[src/rtl/dpc_pkg.sv]
`timescale 1ns / 1ps
// Shared widths, codes and control types for the deadline pacer.
package dpc_pkg;

  localparam int WORD_W     = 64;
  localparam int DIGIT_W    = 8;
  localparam int NUM_DIGITS = WORD_W / DIGIT_W;
  localparam int STEP_W     = $clog2(NUM_DIGITS);
  localparam int OUT_W      = 32;
  localparam int LOW_DIGITS = OUT_W / DIGIT_W;
  localparam int NOW_W      = 63;
  localparam int FUNC_W     = 2;

  localparam int DEF_MAX_CATCH_UP = 4;

  localparam logic [OUT_W-1:0] DEFAULT_INTERVAL_NS = 32'd16000000;
  localparam logic [OUT_W-1:0] MIN_INTERVAL_NS     = 32'd1000000;

  typedef enum logic [FUNC_W-1:0] {
    OP_WAIT   = 2'd0,
    OP_RESET  = 2'd1,
    OP_STOP   = 2'd2,
    OP_RETIME = 2'd3
  } op_t;

  typedef enum logic [1:0] {
    ST_IDLE,
    ST_PASS,
    ST_FIN
  } state_t;

  typedef struct packed {
    logic idle;
    logic busy;
    logic step0;
    logic last;
    logic low_dig;
    logic first_pass;
    logic fin_go;
  } ctl_t;

endpackage

[src/rtl/dpc_digit_add.sv]
`timescale 1ns / 1ps
// One digit-serial add or subtract lane with its carry flop.
module dpc_digit_add (
  input  logic                        clk,
  input  logic                        en,
  input  logic                        step0,
  input  logic                        sub,
  input  logic [dpc_pkg::DIGIT_W-1:0] a,
  input  logic [dpc_pkg::DIGIT_W-1:0] b,
  output logic [dpc_pkg::DIGIT_W-1:0] s,
  output logic                        c_o
);
  import dpc_pkg::*;

  logic               carry_r;
  logic               cin;
  logic [DIGIT_W-1:0] b_eff;
  logic [DIGIT_W:0]   sum;

  assign cin   = step0 ? sub : carry_r;
  assign b_eff = sub ? ~b : b;
  assign sum   = {1'b0, a} + {1'b0, b_eff} + {{DIGIT_W{1'b0}}, cin};
  assign s     = sum[DIGIT_W-1:0];
  assign c_o   = sum[DIGIT_W];

  always_ff @(posedge clk) begin
    if (en) begin
      carry_r <= c_o;
    end
  end

endmodule

[src/rtl/dpc_ctrl.sv]
`timescale 1ns / 1ps
// Sequencer: digit steps, catch-up pass count and result hand-off.
module dpc_ctrl #(
  parameter int MAX_CATCH_UP = dpc_pkg::DEF_MAX_CATCH_UP
) (
  input  logic          clk,
  input  logic          rst_n,
  input  logic          in_fire,
  input  logic          go_pass,
  input  logic          is_wait,
  input  logic          lt_now,
  input  logic          le_now,
  input  logic          out_free,
  output dpc_pkg::ctl_t ctl
);
  import dpc_pkg::*;

  localparam int CNT_W = (MAX_CATCH_UP > 0) ? $clog2(MAX_CATCH_UP + 1) : 1;

  state_t              state_r, state_nxt;
  logic [STEP_W-1:0]   step_r, step_nxt;
  logic [CNT_W-1:0]    k_r, k_nxt;
  logic                first_r, first_nxt;
  logic                wait_r, wait_nxt;
  logic                last_step;

  assign last_step = (step_r == STEP_W'(NUM_DIGITS - 1));

  always_ff @(posedge clk) begin
    if (!rst_n) begin
      state_r <= ST_IDLE;
      step_r  <= '0;
      k_r     <= '0;
      first_r <= 1'b0;
      wait_r  <= 1'b0;
    end else begin
      state_r <= state_nxt;
      step_r  <= step_nxt;
      k_r     <= k_nxt;
      first_r <= first_nxt;
      wait_r  <= wait_nxt;
    end
  end

  always_comb begin
    state_nxt = state_r;
    step_nxt  = step_r;
    k_nxt     = k_r;
    first_nxt = first_r;
    wait_nxt  = wait_r;
    case (state_r)
      ST_IDLE: begin
        if (in_fire) begin
          wait_nxt  = is_wait;
          step_nxt  = '0;
          k_nxt     = '0;
          first_nxt = 1'b1;
          state_nxt = go_pass ? ST_PASS : ST_FIN;
        end
      end
      ST_PASS: begin
        if (last_step) begin
          step_nxt  = '0;
          first_nxt = 1'b0;
          if (first_r && (!wait_r || lt_now)) begin
            state_nxt = ST_FIN;
          end else if (le_now && (k_r < CNT_W'(MAX_CATCH_UP))) begin
            k_nxt = k_r + 1'b1;
          end else begin
            state_nxt = ST_FIN;
          end
        end else begin
          step_nxt = step_r + 1'b1;
        end
      end
      ST_FIN: begin
        if (out_free) begin
          state_nxt = ST_IDLE;
        end
      end
      default: state_nxt = ST_IDLE;
    endcase
  end

  always_comb begin
    ctl            = '0;
    ctl.idle       = (state_r == ST_IDLE);
    ctl.busy       = (state_r == ST_PASS);
    ctl.step0      = (step_r == '0);
    ctl.last       = last_step;
    ctl.low_dig    = (step_r < STEP_W'(LOW_DIGITS));
    ctl.first_pass = first_r;
    ctl.fin_go     = (state_r == ST_FIN) && out_free;
  end

endmodule

[src/rtl/deadline_pacer_catch_up.sv]
`timescale 1ns / 1ps
// Top level of the fixed-interval deadline pacer with bounded catch-up.
//
// Input channel in_*: one word per call, an operation (wait, reset, stop,
// retime) and a 63-bit timestamp in ns. Output channel out_*: exactly one
// word per input word, in order. Config channel cfg_*: the frame interval,
// always ready; a written zero stores 1 ms.
// All 64-bit sums and compares run least significant byte first, one byte
// per cycle. Reset, stop and retime while stopped skip the passes: their
// word goes from the finish state straight into the output register. A
// wait that does not fire, and a retime while running, take one pass. A
// firing wait takes 1 + k passes, k being the number of catch-up additions
// (0 to MAX_CATCH_UP).
// One word is in work at a time; the next is taken as soon as the previous
// result sits in the output register. A stalled receiver holds that next
// result in the finish state, and no further word is taken until it moves.
// Reset: pacer stopped, interval 16 ms, output register empty.
module deadline_pacer_catch_up #(
  parameter int MAX_CATCH_UP = dpc_pkg::DEF_MAX_CATCH_UP
) (
  input  logic                       clk,
  input  logic                       rst_n,
  input  logic                       in_valid,
  output logic                       in_ready,
  input  logic [dpc_pkg::FUNC_W-1:0] in_func,
  input  logic [dpc_pkg::NOW_W-1:0]  in_now_ns,
  output logic                       out_valid,
  input  logic                       out_ready,
  output logic                       out_fired,
  output logic [dpc_pkg::OUT_W-1:0]  out_wait_ns,
  output logic [dpc_pkg::OUT_W-1:0]  out_frame_cost_ns,
  output logic [dpc_pkg::OUT_W-1:0]  out_overshoot_ns,
  input  logic                       cfg_valid,
  output logic                       cfg_ready,
  input  logic [dpc_pkg::OUT_W-1:0]  cfg_interval_ns
);
  import dpc_pkg::*;

  ctl_t               ctl;
  logic               in_fire;
  logic               out_free;
  logic               go_pass;
  logic               is_wait;
  logic               rearm;
  op_t                in_op;

  op_t                op_r;
  logic               active_r;
  logic [OUT_W-1:0]   iv_r;
  logic [WORD_W-1:0]  nd_r, lw_r, now_r, ivs_r, acc_r, ni_r;
  logic [OUT_W-1:0]   lo_ov_r, lo_wt_r, lo_cs_r;
  logic               hi_ov_r, hi_wt_r, hi_cs_r;
  logic               lt_r, lwb_r, le_r;

  logic               out_valid_r;
  logic               out_fired_r;
  logic [OUT_W-1:0]   out_wait_r, out_cost_r, out_over_r;

  logic [DIGIT_W-1:0] now_d, nd_d, lw_d, iv_d, acc_a;
  logic [DIGIT_W-1:0] s_ov, s_wt, s_cs, s_acc, s_ni, s_le;
  logic               c_ov, c_wt, c_cs, c_acc, c_ni, c_le;
  logic               fire_res;

  function automatic logic [WORD_W-1:0] rot(input logic [WORD_W-1:0] x);
    rot = {x[DIGIT_W-1:0], x[WORD_W-1:DIGIT_W]};
  endfunction

  function automatic logic [OUT_W-1:0] sat(input logic hi, input logic [OUT_W-1:0] lo);
    sat = hi ? {OUT_W{1'b1}} : lo;
  endfunction

  assign in_op    = op_t'(in_func);
  assign in_ready = ctl.idle;
  assign in_fire  = in_valid && in_ready;
  assign out_free = !out_valid_r || out_ready;
  assign is_wait  = (in_op == OP_WAIT);
  assign go_pass  = is_wait || ((in_op == OP_RETIME) && active_r);
  assign rearm    = (in_op == OP_RESET) || (is_wait && !active_r);
  assign cfg_ready = 1'b1;

  assign now_d = now_r[DIGIT_W-1:0];
  assign nd_d  = nd_r[DIGIT_W-1:0];
  assign lw_d  = lw_r[DIGIT_W-1:0];
  assign iv_d  = ivs_r[DIGIT_W-1:0];
  assign acc_a = ctl.first_pass ? nd_d : acc_r[DIGIT_W-1:0];

  dpc_ctrl #(
    .MAX_CATCH_UP(MAX_CATCH_UP)
  ) u_ctrl (
    .clk     (clk),
    .rst_n   (rst_n),
    .in_fire (in_fire),
    .go_pass (go_pass),
    .is_wait (is_wait),
    .lt_now  (!c_ov),
    .le_now  (c_le),
    .out_free(out_free),
    .ctl     (ctl)
  );

  // now - deadline
  dpc_digit_add u_ov (.clk(clk), .en(ctl.busy), .step0(ctl.step0), .sub(1'b1),
                      .a(now_d), .b(nd_d), .s(s_ov), .c_o(c_ov));
  // deadline - now
  dpc_digit_add u_wt (.clk(clk), .en(ctl.busy), .step0(ctl.step0), .sub(1'b1),
                      .a(nd_d), .b(now_d), .s(s_wt), .c_o(c_wt));
  // now - last wake
  dpc_digit_add u_cs (.clk(clk), .en(ctl.busy), .step0(ctl.step0), .sub(1'b1),
                      .a(now_d), .b(lw_d), .s(s_cs), .c_o(c_cs));
  // candidate deadline + interval
  dpc_digit_add u_acc (.clk(clk), .en(ctl.busy), .step0(ctl.step0), .sub(1'b0),
                       .a(acc_a), .b(iv_d), .s(s_acc), .c_o(c_acc));
  // now + interval
  dpc_digit_add u_ni (.clk(clk), .en(ctl.busy), .step0(ctl.step0), .sub(1'b0),
                      .a(now_d), .b(iv_d), .s(s_ni), .c_o(c_ni));
  // now - new candidate, no borrow means candidate <= now
  dpc_digit_add u_le (.clk(clk), .en(ctl.busy), .step0(ctl.step0), .sub(1'b1),
                      .a(now_d), .b(s_acc), .s(s_le), .c_o(c_le));

  always_ff @(posedge clk) begin
    if (!rst_n) begin
      iv_r     <= DEFAULT_INTERVAL_NS;
      active_r <= 1'b0;
    end else begin
      if (cfg_valid && cfg_ready) begin
        iv_r <= (cfg_interval_ns == '0) ? MIN_INTERVAL_NS : cfg_interval_ns;
      end
      if (in_fire) begin
        case (in_op)
          OP_WAIT:  active_r <= 1'b1;
          OP_RESET: active_r <= 1'b1;
          OP_STOP:  active_r <= 1'b0;
          default:  active_r <= active_r;
        endcase
      end
    end
  end

  always_ff @(posedge clk) begin
    if (in_fire) begin
      op_r  <= in_op;
      now_r <= {1'b0, in_now_ns};
      ivs_r <= {{(WORD_W-OUT_W){1'b0}}, iv_r};
      if (rearm) begin
        nd_r <= {1'b0, in_now_ns};
        lw_r <= {1'b0, in_now_ns};
      end
    end else if (ctl.busy) begin
      now_r <= rot(now_r);
      ivs_r <= rot(ivs_r);
      acc_r <= {s_acc, acc_r[WORD_W-1:DIGIT_W]};
      if (ctl.first_pass) begin
        nd_r <= rot(nd_r);
        lw_r <= rot(lw_r);
        ni_r <= {s_ni, ni_r[WORD_W-1:DIGIT_W]};
        if (ctl.low_dig) begin
          lo_ov_r <= {s_ov, lo_ov_r[OUT_W-1:DIGIT_W]};
          lo_wt_r <= {s_wt, lo_wt_r[OUT_W-1:DIGIT_W]};
          lo_cs_r <= {s_cs, lo_cs_r[OUT_W-1:DIGIT_W]};
        end
        if (ctl.step0) begin
          hi_ov_r <= 1'b0;
          hi_wt_r <= 1'b0;
          hi_cs_r <= 1'b0;
        end else if (!ctl.low_dig) begin
          hi_ov_r <= hi_ov_r | (|s_ov);
          hi_wt_r <= hi_wt_r | (|s_wt);
          hi_cs_r <= hi_cs_r | (|s_cs);
        end
        if (ctl.last) begin
          lt_r  <= !c_ov;
          lwb_r <= !c_cs;
        end
      end
      if (ctl.last) begin
        le_r <= c_le;
      end
    end else if (ctl.fin_go) begin
      if ((op_r == OP_RETIME) && active_r) begin
        nd_r <= ni_r;
      end else if ((op_r == OP_WAIT) && !lt_r) begin
        nd_r <= le_r ? ni_r : acc_r;
        lw_r <= now_r;
      end
    end
  end

  assign fire_res = (op_r == OP_WAIT) && !lt_r;

  always_ff @(posedge clk) begin
    if (!rst_n) begin
      out_valid_r <= 1'b0;
    end else if (ctl.fin_go) begin
      out_valid_r <= 1'b1;
    end else if (out_ready) begin
      out_valid_r <= 1'b0;
    end
  end

  always_ff @(posedge clk) begin
    if (ctl.fin_go) begin
      out_fired_r <= fire_res;
      out_wait_r  <= ((op_r == OP_WAIT) && lt_r) ? sat(hi_wt_r, lo_wt_r) : '0;
      out_cost_r  <= (fire_res && !lwb_r) ? sat(hi_cs_r, lo_cs_r) : '0;
      out_over_r  <= fire_res ? sat(hi_ov_r, lo_ov_r) : '0;
    end
  end

  assign out_valid         = out_valid_r;
  assign out_fired         = out_fired_r;
  assign out_wait_ns       = out_wait_r;
  assign out_frame_cost_ns = out_cost_r;
  assign out_overshoot_ns  = out_over_r;

`ifndef SYNTHESIS
  a_fired_no_wait: assert property (@(posedge clk) disable iff (!rst_n)
    out_valid_r && out_fired_r |-> out_wait_r == '0)
    else $error("fired word carries a nonzero wait");

  a_idle_zero_cost: assert property (@(posedge clk) disable iff (!rst_n)
    out_valid_r && !out_fired_r |-> (out_cost_r == '0) && (out_over_r == '0))
    else $error("unfired word carries cost or overshoot");

  a_busy_blocks_in: assert property (@(posedge clk) disable iff (!rst_n)
    ctl.busy |-> !in_ready)
    else $error("input taken during a pass");

  a_wait_leaves_active: assert property (@(posedge clk) disable iff (!rst_n)
    ctl.fin_go && (op_r == OP_WAIT) |=> active_r)
    else $error("pacer inactive after a wait");
`endif

endmodule
[config.mk]
export PLATFORM = sky130hd
export DESIGN_NAME = deadline_pacer_catch_up
export DESIGN_NICKNAME = d
export VERILOG_FILES = /design/src/rtl/dpc_pkg.sv /design/src/rtl/dpc_digit_add.sv /design/src/rtl/dpc_ctrl.sv /design/src/rtl/deadline_pacer_catch_up.sv
export SDC_FILE = /design/constraint.sdc
export NUM_CORES = 1
export LEC_CHECK = 0
export BUFFER_PORTS_ARGS = -buffer_cell sky130_fd_sc_hd__buf_4
export CORE_AREA = 2 2 235 237
export CTS_BUF_LIST = sky130_fd_sc_hd__clkbuf_8
export DETAILED_ROUTE_END_ITERATION = 8
export DIE_AREA = 0 0 237 239
export GPL_ROUTABILITY_DRIVEN = 0
export PLACE_DENSITY = 0.67
export SLEW_MARGIN = 0
export SYNTH_ARGS = -nofsm -noshare
export SYNTH_HDL_FRONTEND = slang
export SYNTH_SLANG_ARGS = --single-unit
[constraint.sdc]
create_clock -name clk -period 11 [get_ports clk]
set_input_delay 0.55 -clock clk [delete_from_list [all_inputs] [get_ports clk]]
set_output_delay 0.55 -clock clk [all_outputs]
set_load 0.005 [all_outputs]
* Yosys cells after proc, flatten, opt, wreduce, memory -nomap -nowiden
Cells that the tools add are included.
Storage, ports and cells: output and inout port bits 100, input bits 102, word-level logic and storage cells 180, register bits after elaboration 635
Cells by class: multiplexer cells 52, $add $sub $neg 14, reductions and logical operators 51, magnitude comparators 2, bitwise gates (word level) 8, eq/ne operators 17
Operators by type and width (number):
- $mux 64 | 14
- $mux 32 | 6
- $mux 63 | 2
- $add 8x8->9 | 6
- $add 9x1->9 | 6
- $logic_not 32->1 | 1
- $not 8->8 | 4
- $reduce_or 8->1 | 3
- $reduce_and 4->1 | 5
- $mux 3 | 5
- $mux 1 | 13
- $mux 2 | 6
- $pmux 3 s2 | 2
- $logic_and 1x1->1 | 10
- $reduce_and 5->1 | 2
- $reduce_and 3->1 | 3
- $eq 2x2->1 const B | 4
- $mux 8 | 1
- $ne 2x1->1 const B | 4
- $reduce_and 2->1 | 4
- $reduce_bool 2->1 | 4
- $logic_not 1->1 | 7
- $add 3x1->3 const B | 2
- $logic_not 2->1 | 3
- other kinds (15) | 27

* Logic depth before layout (Yosys ltp)
depth after elaboration 11, depth in mapped cells 20, mapped depth without buffers 20

* By module
From an unflattened synthesis, not the netlist that was laid out.
Second synthesis, totals: cell total of the unflattened synthesis 2006, area total of the unflattened synthesis 27104.7 um2
Modules (own cells, without submodules):
- deadline_pacer_catch_up | seq. area each 17917.2 um2, area each 23960.5 um2, cells each 1627, instances 1
- dpc_digit_add at u_acc ... | seq. area each 30.0 um2, area each 434.2 um2, cells each 53, instances 5
- dpc_ctrl | seq. area each 200.2 um2, area each 544.3 um2, cells each 65, instances 1
- dpc_digit_add at u_wt | seq. area each 30.0 um2, area each 429.2 um2, cells each 49, instances 1

* Worst setup path before layout
No wires, ideal clock.
path kind input port to flip-flop, from in out_ready, to reg lw_r[0], enable pin, stages 4, setup time 0.507 ns, path buffers 0, path slack 2.012 ns, data required time 10.493 ns, data arrival time 8.481 ns, path through nor2b_1 > nor2_1 > o31ai_1 > a21oi_1
RTL lines:
- start: declaration | line deadline_pacer_catch_up.sv:28 | input logic out_ready,
- end signal: assignment | line deadline_pacer_catch_up.sv:146 | lw_r <= {1'b0, in_now_ns};
- end signal: assignment | line deadline_pacer_catch_up.sv:154 | lw_r <= rot(lw_r);
- end signal: assignment | line deadline_pacer_catch_up.sv:183 | lw_r <= now_r;
- end: declaration | line deadline_pacer_catch_up.sv:50 | logic [WORD_W-1:0] nd_r, lw_r, now_r, ivs_r, acc_r, ni_r;

* Worst setup path after layout
from reg u_ctrl.first_r, to reg u_ctrl.k_r[1]
Between the ends: word-level cells in the longest chain between the ends 9, elaborated cells on any way between the ends 11, classes of those cells 4 x add/sub; 2 x eq/ne; 1 x mux; 1 x bitwise; 3 x reduce/logical
RTL lines:
- start: declaration | line dpc_ctrl.sv:23 | logic first_r, first_nxt;
- start signal: assignment | line dpc_ctrl.sv:40 | first_r <= first_nxt;
- $mux 8 | line deadline_pacer_catch_up.sv:85 | assign acc_a = ctl.first_pass ? nd_d : acc_r[DIGIT_W-1:0];
- $add 8x8->9 | line dpc_digit_add.sv:22 | assign sum = {1'b0, a} + {1'b0, b_eff} + {{DIGIT_W{1'b0}}, cin};
- $add 9x1->9 | line dpc_digit_add.sv:22
- $not 8->8 | line dpc_digit_add.sv:21 | assign b_eff = sub ? ~b : b;
- $add 8x8->9 | line dpc_digit_add.sv:22
- $add 9x1->9 | line dpc_digit_add.sv:22
- $logic_and 1x1->1 | line dpc_ctrl.sv:67 | end else if (le_now && (k_r < CNT_W'(MAX_CATCH_UP))) begin
- $ne 2x2->1 (no source line)
- $reduce_and 5->1 (no source line) *
- end signal: assignment | line dpc_ctrl.sv:39 | k_r <= k_nxt;
- end: declaration | line dpc_ctrl.sv:22 | logic [CNT_W-1:0] k_r, k_nxt;
Mark *: on every way between the ends. The rest lies on a longest branch, timed or not. A chain may end at the register's enable or synchronous reset.

==> reports/results.ini <==
[outcome]
outcome = finished clean

[critical_path]
crit_arrival_ns = 4.67
r2r-end = u_ctrl.k_r[1]$_SDFFE_PN0P_
critPathTopFamily = compound AO/OA/AOI/OAI gates
rrSetupSlack_ns = 6.89
critPathLaunchType = flop
critical_path_required_ns = 11.55
max_stage_delay_ns = 0.71
critPathBufInv = 1
critPathCaptureType = flop
path_class = flop to flop
rr_worst_depth = 17
timing.critical_path.cells = mux2_2, fa_1, inv_1, fa_1, nor2b_1, o21ai_0, nand2b_1, a21o_1, a21o_1, xnor2_1, ha_1, nand4_1, a21oi_1, o41ai_1, a2bb2oi_1, nand3_1, mux2i_1
cp_slowest_cell = dfxtp_1
regToRegStartpoint = u_ctrl.first_r$_SDFFE_PN0P_
cp_max_fo = 13

[yosys]
async_flop_share_pct = 0
avgSynthCellArea_um2 = 13.1
synth_nets = 2157
yosys_warnings = 0
synth-main-ff-cell = edfxtp_1
synth_area_um2 = 26200
syn_inst = 1998
ys_seq_elements = 635
synth_edf_count = 558
yosysSeqAreaShare_pct = 69.8
synth_cell_types = 53

[cells_and_area]
ff_latch_area_um2 = 18300
fin_nets = 2367
drive_above_1_share_pct = 15.8
final_cells = 2993
final_common_cell = edfxtp_1
final_area_um2 = 30200
layout_common_cells = edfxtp_1, nand2_1, buf_4, mux2i_1, nor2_1
nFillCells = 4443
multi_input_area_um2 = 7320
area_growth_syn_to_layout_pct = 15.1

[drt]
drt_iter0_markers = 1124
wl_per_cell_um = 19.7
drc_errors = 0
postRouteAntennaNets = 0
wirelength_um = 59000
via_per_inst = 5.40
routed-via-count = 16200
dr.pass1.iters = 5

[sta]
skew_ns = 0.0168
fin_crit_sh_pct = 37.4
fmax_ghz = 0.243
post-route-min-period_ns = 4.11
slew_viol_final = 0
rsz0062_at_grt = no
hold_viol_final = 0
setup-tns-final_ns = 0
worst_pin_slew_ns = 1.18
max_slew_margin_pct = 21.6
finalSetupViolCount = 0

[worst_hold_path]
hold_class = input pin to flop
hold_depth = 1
hold_end = op_r[1]$_DFFE_PP_
hp-start = in_func[1]

[grt]
grt_pass1_vias = 16300
grt_pass1_wl_um = 90900
grt_max_degree = 124
antenna_found_initial = 0
gr-total-overflow = 0
grt_usage_pct = 20.8

[clock_network]
cts_made_buffers = 98
hold_buffers = 0
cts_max_level = 3
cts.sinks = 635
clock_path_buffers = 3
cts_resized = 0
tritoncts = yes
cts_root_buffer = clkbuf_8
clk_pin_slew_worst_paths_ns = 0.06
cts_post_setup_buffers_inserted = 0
clk_latency_ns = 0.68

[floorplan]
die-area_um2 = 56600
fp-row-count = 86
pin_count = 202
fp.dieH_um = 239
core-area_um2 = 54300
initial_core_util_pct = 48.2
die_w_um = 237

[placement]
place_area_um2 = 28400
port_buffers = 200
placedCellCount = 2812
hpwl_um = 37800

[power]
ir_worst_vdd_uv = 90.1
p_per_area_nw_per_um2 = 176
p_leak_uw = 0.0114

[run]
max_cap_violations = 0

-- kinds of logic (layout without fill, tap and decap cells) --
family,after synthesis,in the layout,synth area share [%]
flops,635,635,69.8
fa+ha+maj,57,57,3.01
compound gates,344,344,8.27
buf+inv,165,455,2.49
xor+xnor,30,30,1.00
simple gates,618,618,9.70
mux,148,148,5.69
other cells,1,2,0.0143
-- flip-flops by register name, indices dropped and copies added, names as in the netlist, 2 cells and up --
register	flops
acc_r	64
ivs_r	64
lw_r	64
nd_r	64
ni_r	64
now_r	64
iv_r	32
lo_cs_r	32
lo_ov_r	32
lo_wt_r	32
out_frame_cost_ns	32
out_overshoot_ns	32
out_wait_ns	32
u_ctrl.k_r	3
u_ctrl.step_r	3
op_r	2
u_ctrl.state_r	2
-- per-stage QoR --
| step | utilization [%] | worst slack (ns) | power (µW) | hold slack [ns] |
|---|---|---|---|---|
| global placement | 52.2 | 6.98 | 3510 | 0.429 |
| finish | 55.5 | 6.89 | 5310 | 0.106 |
| global route | 55.5 | 6.57 | 5530 | 0.0689 |
| floorplan | - | 2.01 | 3300 | 0.426 |
| CTS | 55.5 | 6.85 | 5360 | 0.0445 |
| detailed placement | 52.2 | 6.84 | 3530 | 0.432 |
-- synthesized netlist by cell type (all sizes together) (2+ instances only) --
cell type | instances | area, µm²
o21ai | 92 | 460
edfxtp | 558 | 16800
dfxtp | 77 | 1540
o21bai | 3 | 22.5
nand2b | 10 | 62.6
nor3 | 5 | 25.0
a21o | 13 | 97.6
or3 | 5 | 31.3
buf | 36 | 169
nand2 | 419 | 1570
o31ai | 2 | 15.0
a21oi | 85 | 440
a31oi | 4 | 25.0
o31a | 2 | 17.5
o211ai | 57 | 428
nor4 | 9 | 56.3
nor2 | 113 | 429
o22ai | 2 | 12.5
fa | 10 | 200
nor2b | 29 | 181
clkbuf | 69 | 259
mux2 | 7 | 78.8
nand3 | 9 | 50.1
nand4 | 3 | 18.8
nand3b | 2 | 15.0
inv | 60 | 225
or2 | 2 | 12.5
mux2i | 141 | 1410
or4 | 4 | 30.0
and2 | 3 | 18.8
o21a | 69 | 518
ha | 47 | 588
a21boi | 3 | 22.5
nor3b | 3 | 22.5
xnor2 | 20 | 175
xor2 | 10 | 87.6
o221ai | 7 | 61.3
-- cell type report --
type	count	share of cell area (%)
diodes	1	0.00829
flip-flops and latches	635	60.6
inverters	60	0.805
clock buffers	102	4.65
repair buffers	215	5.35
multi-input cells	1198	24.3
clock inverters	78	1.35
well taps	704	2.92
-- layer usage --
layer | part of all wire (%) | GRT usage, %
met3 | 6.0 | 4.31
met2 | 49 | 34.6
met5 | 0 | 0
met1 | 42 | 26.3
met4 | 3.3 | 9.23
-- how the worst max path moves through the flow --
stage                                    from                    endpoint  depth (start not counted)  slack [ns]
6_report          u_ctrl.first_r$_SDFFE_PN0P_  u_ctrl.k_r[1]$_SDFFE_PN0P_                         17        6.89
3_3_place_gp                         in_valid          nd_r[61]$_DFFE_PP_                          7        6.98
2_1_floorplan                       out_ready           lw_r[0]$_DFFE_PP_                          4        2.01
5_1_grt           u_ctrl.first_r$_SDFFE_PN0P_  u_ctrl.k_r[2]$_SDFFE_PN0P_                         15        6.57
4_1_cts        u_ctrl.state_r[0]$_SDFFE_PN0P_          nd_r[61]$_DFFE_PP_                          7        6.85
3_5_place_dp                         in_valid          nd_r[61]$_DFFE_PP_                          7        6.84
-- worst reg2reg max path, cell delays in order (launching register included) --
cell,delay [ns]
dfxtp_1,0.71
mux2_2,0.42
fa_1,0.38
inv_1,0.09
fa_1,0.21
nor2b_1,0.05
o21ai_0,0.15
nand2b_1,0.12
a21o_1,0.20
a21o_1,0.22
xnor2_1,0.14
ha_1,0.29
nand4_1,0.09
a21oi_1,0.12
o41ai_1,0.10
a2bb2oi_1,0.35
nand3_1,0.22
mux2i_1,0.16
-- report_power, final --
| part | internal [µW] | total (µW) | switching [µW] | leakage [µW] |
|---|---|---|---|---|
| Sequential | 2810 | 2880 | 74.6 | 0.00583 |
| Combinational | 219 | 591 | 372 | 0.00450 |
| Clock | 930 | 1830 | 904 | 0.00106 |
| Total | 3960 | 5310 | 1350 | 0.0114 |
Note: power is estimated with default switching activity, not from simulation.
